**src/hdl/ppra_pkg.sv**
```systemverilog
// Shared types, codes and constants for the physical page region allocator.
// No dependencies; used by ppra_ctrl, ppra_dp and the top level.
package ppra_pkg;

    localparam int OP_W    = 2;
    localparam int TYPE_W  = 32;
    localparam int ADDR_W  = 52;
    localparam int SIZE_W  = 53;
    localparam int PAGES_W = 41;
    localparam int ST_W    = 2;
    localparam int CFG_W   = 2;
    localparam int PIECES  = 4;
    localparam int SLOT_W  = 2;

    // Item operations
    localparam logic [OP_W-1:0] OP_CLEAR = 2'd0;
    localparam logic [OP_W-1:0] OP_ADD   = 2'd1;
    localparam logic [OP_W-1:0] OP_ALLOC = 2'd2;

    // Result status
    localparam logic [ST_W-1:0] ST_OK    = 2'd0;
    localparam logic [ST_W-1:0] ST_FULL  = 2'd1;
    localparam logic [ST_W-1:0] ST_NOMEM = 2'd2;

    // Configuration register indexes
    localparam logic [CFG_W-1:0] CFG_RSV1_BASE = 2'd0;
    localparam logic [CFG_W-1:0] CFG_RSV1_END  = 2'd1;
    localparam logic [CFG_W-1:0] CFG_RSV2_BASE = 2'd2;
    localparam logic [CFG_W-1:0] CFG_RSV2_END  = 2'd3;

    // Memory descriptor types (UEFI numbering)
    localparam logic [TYPE_W-1:0] MT_RAM_FIRST    = 32'd1;
    localparam logic [TYPE_W-1:0] MT_BS_CODE      = 32'd3;
    localparam logic [TYPE_W-1:0] MT_BS_DATA      = 32'd4;
    localparam logic [TYPE_W-1:0] MT_CONVENTIONAL = 32'd7;
    localparam logic [TYPE_W-1:0] MT_ACPI_RECLAIM = 32'd9;
    localparam logic [TYPE_W-1:0] MT_ACPI_NVS     = 32'd10;
    localparam logic [TYPE_W-1:0] MT_PAL_CODE     = 32'd13;
    localparam logic [TYPE_W-1:0] MT_PERSISTENT   = 32'd14;

    localparam logic [SIZE_W-1:0] ADDR_LIMIT = 53'h10_0000_0000_0000;

    // Controller -> datapath
    typedef struct packed {
        logic              load;
        logic              clear;
        logic              calc_end;
        logic              clip1;
        logic              clip2;
        logic              round;
        logic              store;
        logic [SLOT_W-1:0] slot;
        logic              alloc_init;
        logic              scan;
        logic              update;
        logic              finish;
    } t_cmd;

    // Datapath -> controller
    typedef struct packed {
        logic [OP_W-1:0] op;
        logic            free_type;
        logic            hit;
        logic            miss;
        logic            out_ready;
    } t_sts;

    function automatic logic ram_backed(input logic [TYPE_W-1:0] t);
        return (t >= MT_RAM_FIRST && t <= MT_CONVENTIONAL) || t == MT_ACPI_RECLAIM ||
               t == MT_ACPI_NVS || t == MT_PAL_CODE || t == MT_PERSISTENT;
    endfunction

    function automatic logic free_kind(input logic [TYPE_W-1:0] t);
        return t == MT_BS_CODE || t == MT_BS_DATA || t == MT_CONVENTIONAL;
    endfunction

endpackage

```
**src/hdl/ppra_ctrl.sv**
```systemverilog
// Sequencing state machine of the region allocator.
// Depends on ppra_pkg (t_cmd, t_sts, operation codes).
module ppra_ctrl (
    input  logic            i_clk,
    input  logic            i_rst_n,
    input  logic            i_in_valid,
    output logic            o_in_stall,
    input  ppra_pkg::t_sts  i_sts,
    output ppra_pkg::t_cmd  o_cmd
);

    localparam logic [3:0] S_IDLE   = 4'd0;
    localparam logic [3:0] S_EXEC   = 4'd1;
    localparam logic [3:0] S_CLIP1  = 4'd2;
    localparam logic [3:0] S_CLIP2  = 4'd3;
    localparam logic [3:0] S_ROUND  = 4'd4;
    localparam logic [3:0] S_STORE  = 4'd5;
    localparam logic [3:0] S_SCAN   = 4'd6;
    localparam logic [3:0] S_UPDATE = 4'd7;
    localparam logic [3:0] S_FIN    = 4'd8;

    localparam logic [ppra_pkg::SLOT_W-1:0] LAST_SLOT = ppra_pkg::SLOT_W'(ppra_pkg::PIECES - 1);

    logic [3:0]                  r_state, n_state;
    logic [ppra_pkg::SLOT_W-1:0] r_slot, n_slot;

    always_ff @(posedge i_clk) begin
        if (!i_rst_n) begin
            r_state <= S_IDLE;
            r_slot  <= '0;
        end else begin
            r_state <= n_state;
            r_slot  <= n_slot;
        end
    end

    always_comb begin
        n_state = r_state;
        n_slot  = r_slot;
        o_cmd   = '0;
        case (r_state)
            S_IDLE: begin
                if (i_in_valid) begin
                    o_cmd.load = 1'b1;
                    n_state    = S_EXEC;
                end
            end
            S_EXEC: begin
                case (i_sts.op)
                    ppra_pkg::OP_CLEAR: begin
                        o_cmd.clear = 1'b1;
                        n_state     = S_FIN;
                    end
                    ppra_pkg::OP_ADD: begin
                        o_cmd.calc_end = 1'b1;
                        n_state        = S_CLIP1;
                    end
                    ppra_pkg::OP_ALLOC: begin
                        o_cmd.alloc_init = 1'b1;
                        n_state          = S_SCAN;
                    end
                    default: begin
                        n_state = S_FIN;
                    end
                endcase
            end
            S_CLIP1: begin
                o_cmd.clip1 = 1'b1;
                n_state     = i_sts.free_type ? S_CLIP2 : S_FIN;
            end
            S_CLIP2: begin
                o_cmd.clip2 = 1'b1;
                n_state     = S_ROUND;
            end
            S_ROUND: begin
                o_cmd.round = 1'b1;
                n_slot      = '0;
                n_state     = S_STORE;
            end
            S_STORE: begin
                o_cmd.store = 1'b1;
                o_cmd.slot  = r_slot;
                n_slot      = r_slot + 1'b1;
                if (r_slot == LAST_SLOT) begin
                    n_state = S_FIN;
                end
            end
            S_SCAN: begin
                o_cmd.scan = 1'b1;
                if (i_sts.hit) begin
                    n_state = S_UPDATE;
                end else if (i_sts.miss) begin
                    n_state = S_FIN;
                end
            end
            S_UPDATE: begin
                o_cmd.update = 1'b1;
                n_state      = S_FIN;
            end
            S_FIN: begin
                if (i_sts.out_ready) begin
                    o_cmd.finish = 1'b1;
                    n_state      = S_IDLE;
                end
            end
            default: begin
                n_state = S_IDLE;
            end
        endcase
    end

    assign o_in_stall = (r_state != S_IDLE);

endmodule

```
**config.mk**
```make
export PLATFORM = sky130hd
export DESIGN_NAME = ppra_ctrl
export DESIGN_NICKNAME = d
export VERILOG_FILES = /design/src/hdl/ppra_pkg.sv /design/src/hdl/ppra_ctrl.sv
export SDC_FILE = /design/constraint.sdc
export NUM_CORES = 1
export LEC_CHECK = 0
export ABC_AREA = 1
export ABC_CLOCK_PERIOD_IN_PS = 1000
export BUFFER_PORTS_ARGS = -buffer_cell sky130_fd_sc_hd__buf_2
export CAP_MARGIN = 20
export CORE_ASPECT_RATIO = 1.1
export CORE_MARGIN = 8
export CORE_UTILIZATION = 42
export DETAILED_ROUTE_END_ITERATION = 8
export GPL_TIMING_DRIVEN = 1
export PLACE_DENSITY = 0.7
export SLEW_MARGIN = 5
export SYNTH_ARGS = -nofsm -noshare
export SYNTH_HDL_FRONTEND = slang
export SYNTH_SLANG_ARGS = --single-unit
```
**constraint.sdc**
```tcl
create_clock -name i_clk -period 1 [get_ports i_clk]
set_input_delay 0.15 -clock i_clk [delete_from_list [all_inputs] [get_ports i_clk]]
set_output_delay 0.15 -clock i_clk [all_outputs]
set_load 0.05 [all_outputs]
```
==> flow_metrics.env, run 1 <==
export IMPL_grt_repair_worst_endpoint="o_cmd[0]"
export IMPL_synth_avg_cell_area_sq_um=6.32
export IMPL_last_stage_reached="5_1_grt"
export IMPL_number_of_nets_in_the_synthesized_netlist=109
export IMPL_synthesis_yosys_warnings=0
export IMPL_error_line="[ERROR DPL-0038] Utilization greater than 100%, impossible to legalize"
export IMPL_buffer_ports_inserted=22
export IMPL_cts_sinks=6
export IMPL_placement_rows=14
export IMPL_ys_seq_area_frac=0.198
export IMPL_post_synth_num_cell_types=23
export IMPL_place_hpwl_mm=1.63
export IMPL_run_status="aborted with a tool error"
export IMPL_timing_repair_worst_endpoint_type="top-level output"
export IMPL_cts_path_max_buffers=2
export IMPL_holdBufCountCts=0
export IMPL_largest_net_degree_at_the_start_of_global_routing=7
export IMPL_top_level_port_count=23
export IMPL_synth_seq_cells=6
export IMPL_chipWidth_microns=52.2
export IMPL_gp_congestion=0.828
export IMPL_cts_max_level=1
export IMPL_cts_inserted_buffers=3
export IMPL_root_buffer="sky130_fd_sc_hd__clkbuf_4"
export IMPL_syn_area_sq_um=607
export IMPL_y_dimension_of_the_die_microns=55.9
export IMPL_initial_core_utilization=0.444
export IMPL_post_synth_inst_count=96
## synth_stat cells
cell type | number | area share
sky130_fd_sc_hd__nand3_1 | 8 | 0.066
sky130_fd_sc_hd__ha_1 | 4 | 0.082
sky130_fd_sc_hd__o21ai_1 | 1 | 0.0082
sky130_fd_sc_hd__nor3_1 | 4 | 0.033
sky130_fd_sc_hd__nand2_2 | 4 | 0.041
sky130_fd_sc_hd__dfxtp_1 | 6 | 0.20
sky130_fd_sc_hd__a211oi_2 | 1 | 0.021
sky130_fd_sc_hd__nor4_1 | 1 | 0.010
sky130_fd_sc_hd__o211ai_1 | 1 | 0.012
sky130_fd_sc_hd__nor3_2 | 1 | 0.016
sky130_fd_sc_hd__a21oi_1 | 1 | 0.0082
sky130_fd_sc_hd__o21bai_1 | 1 | 0.012
sky130_fd_sc_hd__nand3_4 | 1 | 0.029
sky130_fd_sc_hd__nand3_2 | 1 | 0.016
sky130_fd_sc_hd__a31oi_1 | 1 | 0.010
sky130_fd_sc_hd__nor2_4 | 4 | 0.074
sky130_fd_sc_hd__nor2_1 | 17 | 0.11
sky130_fd_sc_hd__o21ai_0 | 1 | 0.0082
sky130_fd_sc_hd__inv_2 | 5 | 0.031
sky130_fd_sc_hd__nand4_1 | 1 | 0.010
sky130_fd_sc_hd__nor2_2 | 2 | 0.021
sky130_fd_sc_hd__inv_1 | 18 | 0.11
sky130_fd_sc_hd__nand2_1 | 12 | 0.074
## cell families after synthesis
logic type | Yosys count | share of synthesized area
adder cells (fa/ha/maj) | 4 | 0.0825
AO/OA/AOI/OAI | 7 | 0.0804
flip-flops | 6 | 0.198
AND/OR/NAND/NOR | 56 | 0.497
buffers and inverters | 23 | 0.142
## metrics by stage
stage	cells	hold slack [ns]	cell area, sq um	util	setup WS (ns)
after floorplan	96	0.261	736	-	-0.650
after global placement	149	0.395	978	0.716	-0.240
after detailed placement	149	0.397	978	0.716	-0.263
after CTS	162	0.133	1270	0.932	-0.417
## repair_timing
action                     CTS
setup buffers               10
pin swaps                   17
setup endpoints to repair   20
gates resized for setup     58
gates cloned                 0
==> run 2: changes to the inputs <==
Settings changed: ABC_CLOCK_PERIOD_IN_PS 1000 to 1300, CORE_AREA set to 8 8 69 71, CORE_ASPECT_RATIO 1.1 to not set, CORE_MARGIN 8 to not set, CORE_UTILIZATION 42 to not set, DIE_AREA set to 0 0 77 79, PLACE_DENSITY 0.7 to not set, PLACE_DENSITY_LB_ADDON set to 0.15.
Clock period 1 ns to 1.3 ns, I/O delays scaled along.
==> run 2 against run 1 <==
Net effect: the flow now finishes, with violations (negative setup slack); synthesized cell count unchanged; synthesized area unchanged.
==> flow_metrics.env, run 2 <==
export IMPL_run_status="complete, but fails checks"
export IMPL_failed_checks="negative setup slack"
export IMPL_number_of_enable_flip_flop_cells_after_synthesis=0
export IMPL_post_synth_inst_count=96
export IMPL_clkSlewWorstSetupHoldPaths_ns=0.04
export IMPL_worst_slack_ns=-0.142
export IMPL_routed_wirelength_mm=2.01
export IMPL_post_drt_via_cell_ratio=3.85
export IMPL_ir_drop_v=0.000485
export IMPL_mostFrequentLayoutCell="sky130_fd_sc_hd__inv_1"
export IMPL_min_period_over_period=1.11
export IMPL_number_of_hold_slack_violations_in_the_final_timing_report=0
export IMPL_cts_path_max_buffers=2
export IMPL_drive_above_1_share=0.593
export IMPL_number_of_antenna_violations_at_the_first_check_in_global_routing=0
export IMPL_initial_core_utilization=0.160
export IMPL_floorplan_core_area_sq_um=3800
export IMPL_cp_slowest_cell="sky130_fd_sc_hd__dfxtp_4"
export IMPL_wl_per_cell_microns=10.6
export IMPL_largest_register_ffs=4
export IMPL_synthesis_yosys_warnings=0
export IMPL_num_fill_cells=425
export IMPL_synth_seq_cells=6
export IMPL_worstSetupPathType="reg2out"
export IMPL_synth_top_area_share=0.198
export IMPL_cts_inserted_buffers=3
export IMPL_detailedRoute_firstIterationViolations=9
export IMPL_worstPathRequired_ns=1.11
export IMPL_root_buffer="sky130_fd_sc_hd__clkbuf_8"
export IMPL_global_route_wire_length_before_repair_mm=3.50
export IMPL_cts_max_level=1
export IMPL_synth_avg_cell_area_sq_um=6.32
export IMPL_max_slew_margin=0.857
export IMPL_finClkSkew_ns=0.00391
export IMPL_buffer_ports_inserted=22
export IMPL_worst_pin_slew_ns=0.213
export IMPL_path_delay_family="buffers and inverters"
export IMPL_largest_register_by_flop_count="r_state"
export IMPL_chipWidth_microns=77
export IMPL_final_design_area_no_fill_sq_um=1260
export IMPL_power_density_nw_per_um2=1760
export IMPL_max_cap_violations=0
export IMPL_number_of_nets_in_the_synthesized_netlist=109
export IMPL_timing_critical_path_buf_inv=3
export IMPL_holdBufCountCts=0
export IMPL_ys_seq_area_frac=0.198
export IMPL_count_of_antenna_violating_nets_left_after_detailed_routing=0
export IMPL_most_used_cells_in_the_layout_excluding_fill_and_tap_cells="15 x sky130_fd_sc_hd__inv_1, 14 x sky130_fd_sc_hd__buf_4, 12 x sky130_fd_sc_hd__nor2_4, 12 x sky130_fd_sc_hd__nand2_1, 11 x sky130_fd_sc_hd__buf_6"
export IMPL_first_global_vias=782
export IMPL_cp_cell_sequence="buf_12 -> nor3_4 -> inv_2 -> nor2_4 -> buf_8"
export IMPL_post_dp_cell_area_sq_um=993
export IMPL_asyncSetResetFlopFracSynth=0
export IMPL_tritoncts="built"
export IMPL_timing_critical_path_from_type="flop"
export IMPL_layout_area_overhead_vs_synth_pct=107
export IMPL_nets=154
export IMPL_postLayoutCoreUtil=0.331
export IMPL_cp_end_kind="output port"
export IMPL_unrepaired_setup_endpoints_after_global_routing="true"
export IMPL_n_antenna_cell=0
export IMPL_y_dimension_of_the_die_microns=79
export IMPL_grt_usage=0.0706
export IMPL_placement_rows=23
export IMPL_post_synth_top_count_cell="sky130_fd_sc_hd__inv_1"
export IMPL_clock_fmax_mhz=693
export IMPL_cp_max_fo=4
export IMPL_worstSkewPairLatency_ns=0.22
export IMPL_grt_overflow=0
export IMPL_top_level_port_count=23
export IMPL_classification_of_the_worst_slack_hold_path="in2reg"
export IMPL_syn_area_sq_um=607
export IMPL_die_area_sq_um=6080
export IMPL_synth_area_leader_cell="sky130_fd_sc_hd__dfxtp_1"
export IMPL_synthTopCellsByCount="18 x sky130_fd_sc_hd__inv_1, 17 x sky130_fd_sc_hd__nor2_1, 12 x sky130_fd_sc_hd__nand2_1"
export IMPL_biggestRegsByFlops="r_state x4, r_slot x2"
export IMPL_place_hpwl_mm=1.71
export IMPL_min_period_ns=1.44
export IMPL_largest_net_degree_at_the_start_of_global_routing=6
export IMPL_gp_congestion=0.793
export IMPL_ys_flop_type="sky130_fd_sc_hd__dfxtp_1"
export IMPL_cts_sinks=6
export IMPL_synthTopCellsByArea="sky130_fd_sc_hd__dfxtp_1 20%, sky130_fd_sc_hd__inv_1 11%, sky130_fd_sc_hd__nor2_1 11%"
export IMPL_slew_violations=0
export IMPL_dr_pass1_iters=4
export IMPL_post_synth_num_cell_types=23
export IMPL_drc_errors=0
export IMPL_crit_path_max_incr_delay_ns=0.36
export IMPL_num_vias=732
export IMPL_leakagePower_nw=0.582
export IMPL_cp_arrival_ns=1.25
export IMPL_final_setup_viol_count=15
run 2: cells by family after synthesis:
logic type / synth area share
compound gates: 0.0804
buf+inv: 0.142
fa+ha+maj: 0.0825
flops: 0.198
simple gates: 0.497
run 2: layout make-up:
type	instances	area [sq um]	share of cell area
Multi-Input combinational cell	67	538	0.427
Timing Repair Buffer	40	384	0.305
Sequential cell	6	135	0.107
Inverter	23	93.8	0.0746
Tap cell	50	62.6	0.0497
Clock buffer	4	45.0	0.0358
run 2: what timing repair did:
action                     4_1_cts  5_1_grt
gates resized for setup         43        7
setup endpoints to repair       14       18
buffers inserted                 5        1
pin swaps                       10        5
run 2: worst paths after layout:
check / slack (ns) / to / cells past startpoint / startpoint
setup reg to reg: -0.02 / r_state[3]$_SDFFE_PN0P_ / 10 / r_state[1]$_SDFFE_PN0P_
hold reg to reg: 0.52 / r_slot[1]$_SDFFE_PN0P_ / 2 / r_slot[1]$_SDFFE_PN0P_
hold / removal: 0.23 / r_state[0]$_SDFFE_PN0P_ / 3 / i_rst_n
setup / recovery: -0.14 / o_cmd[5] / 5 / r_state[1]$_SDFFE_PN0P_
run 2: where the power goes:
part	total, W	leakage (nW)	internal (W)	switching (W)
Combinational	0.00160	0.508	0.000674	0.000927
Clock	0.000289	0.0228	0.000211	0.0000788
Sequential	0.000322	0.0517	0.000247	0.0000749
run 2: metrics by stage:
stage	TNS (ns)	hold slack [ns]	std cells	setup WS, ns	power (W)
final	-1.00	0.225	190	-0.142	0.00221
after global routing	-2.07	0.242	190	-0.208	0.00238
after CTS	-1.18	0.222	189	-0.143	0.00220
after detailed placement	-0.0179	0.458	180	-0.0179	0.00163
after global placement	-0.000207	0.467	180	-0.000207	0.00164
after floorplan	-1.86	0.308	96	-0.395	0.00116
run 2: worst reg2reg max path, cell delays in order (launching register included):
cell and delay, ns:
sky130_fd_sc_hd__dfxtp_4 0.36, sky130_fd_sc_hd__buf_4 0.14, sky130_fd_sc_hd__nor2_4 0.11, sky130_fd_sc_hd__buf_4 0.12, sky130_fd_sc_hd__buf_4 0.11, sky130_fd_sc_hd__nand3_2 0.10, sky130_fd_sc_hd__nand2_2 0.11, sky130_fd_sc_hd__nor2_1 0.04
sky130_fd_sc_hd__nand2_1 0.05, sky130_fd_sc_hd__nand2_1 0.06, sky130_fd_sc_hd__nor2_2 0.07
run 2: metal layers:
metal | global-route usage | part of all wire
met2 | 0.128 | 0.51
met4 | 0.0283 | 0.011
met3 | 0.0214 | 0.035
met1 | 0.0750 | 0.44
met5 | 0 | 0
Note: power is estimated with default switching activity, not from simulation.
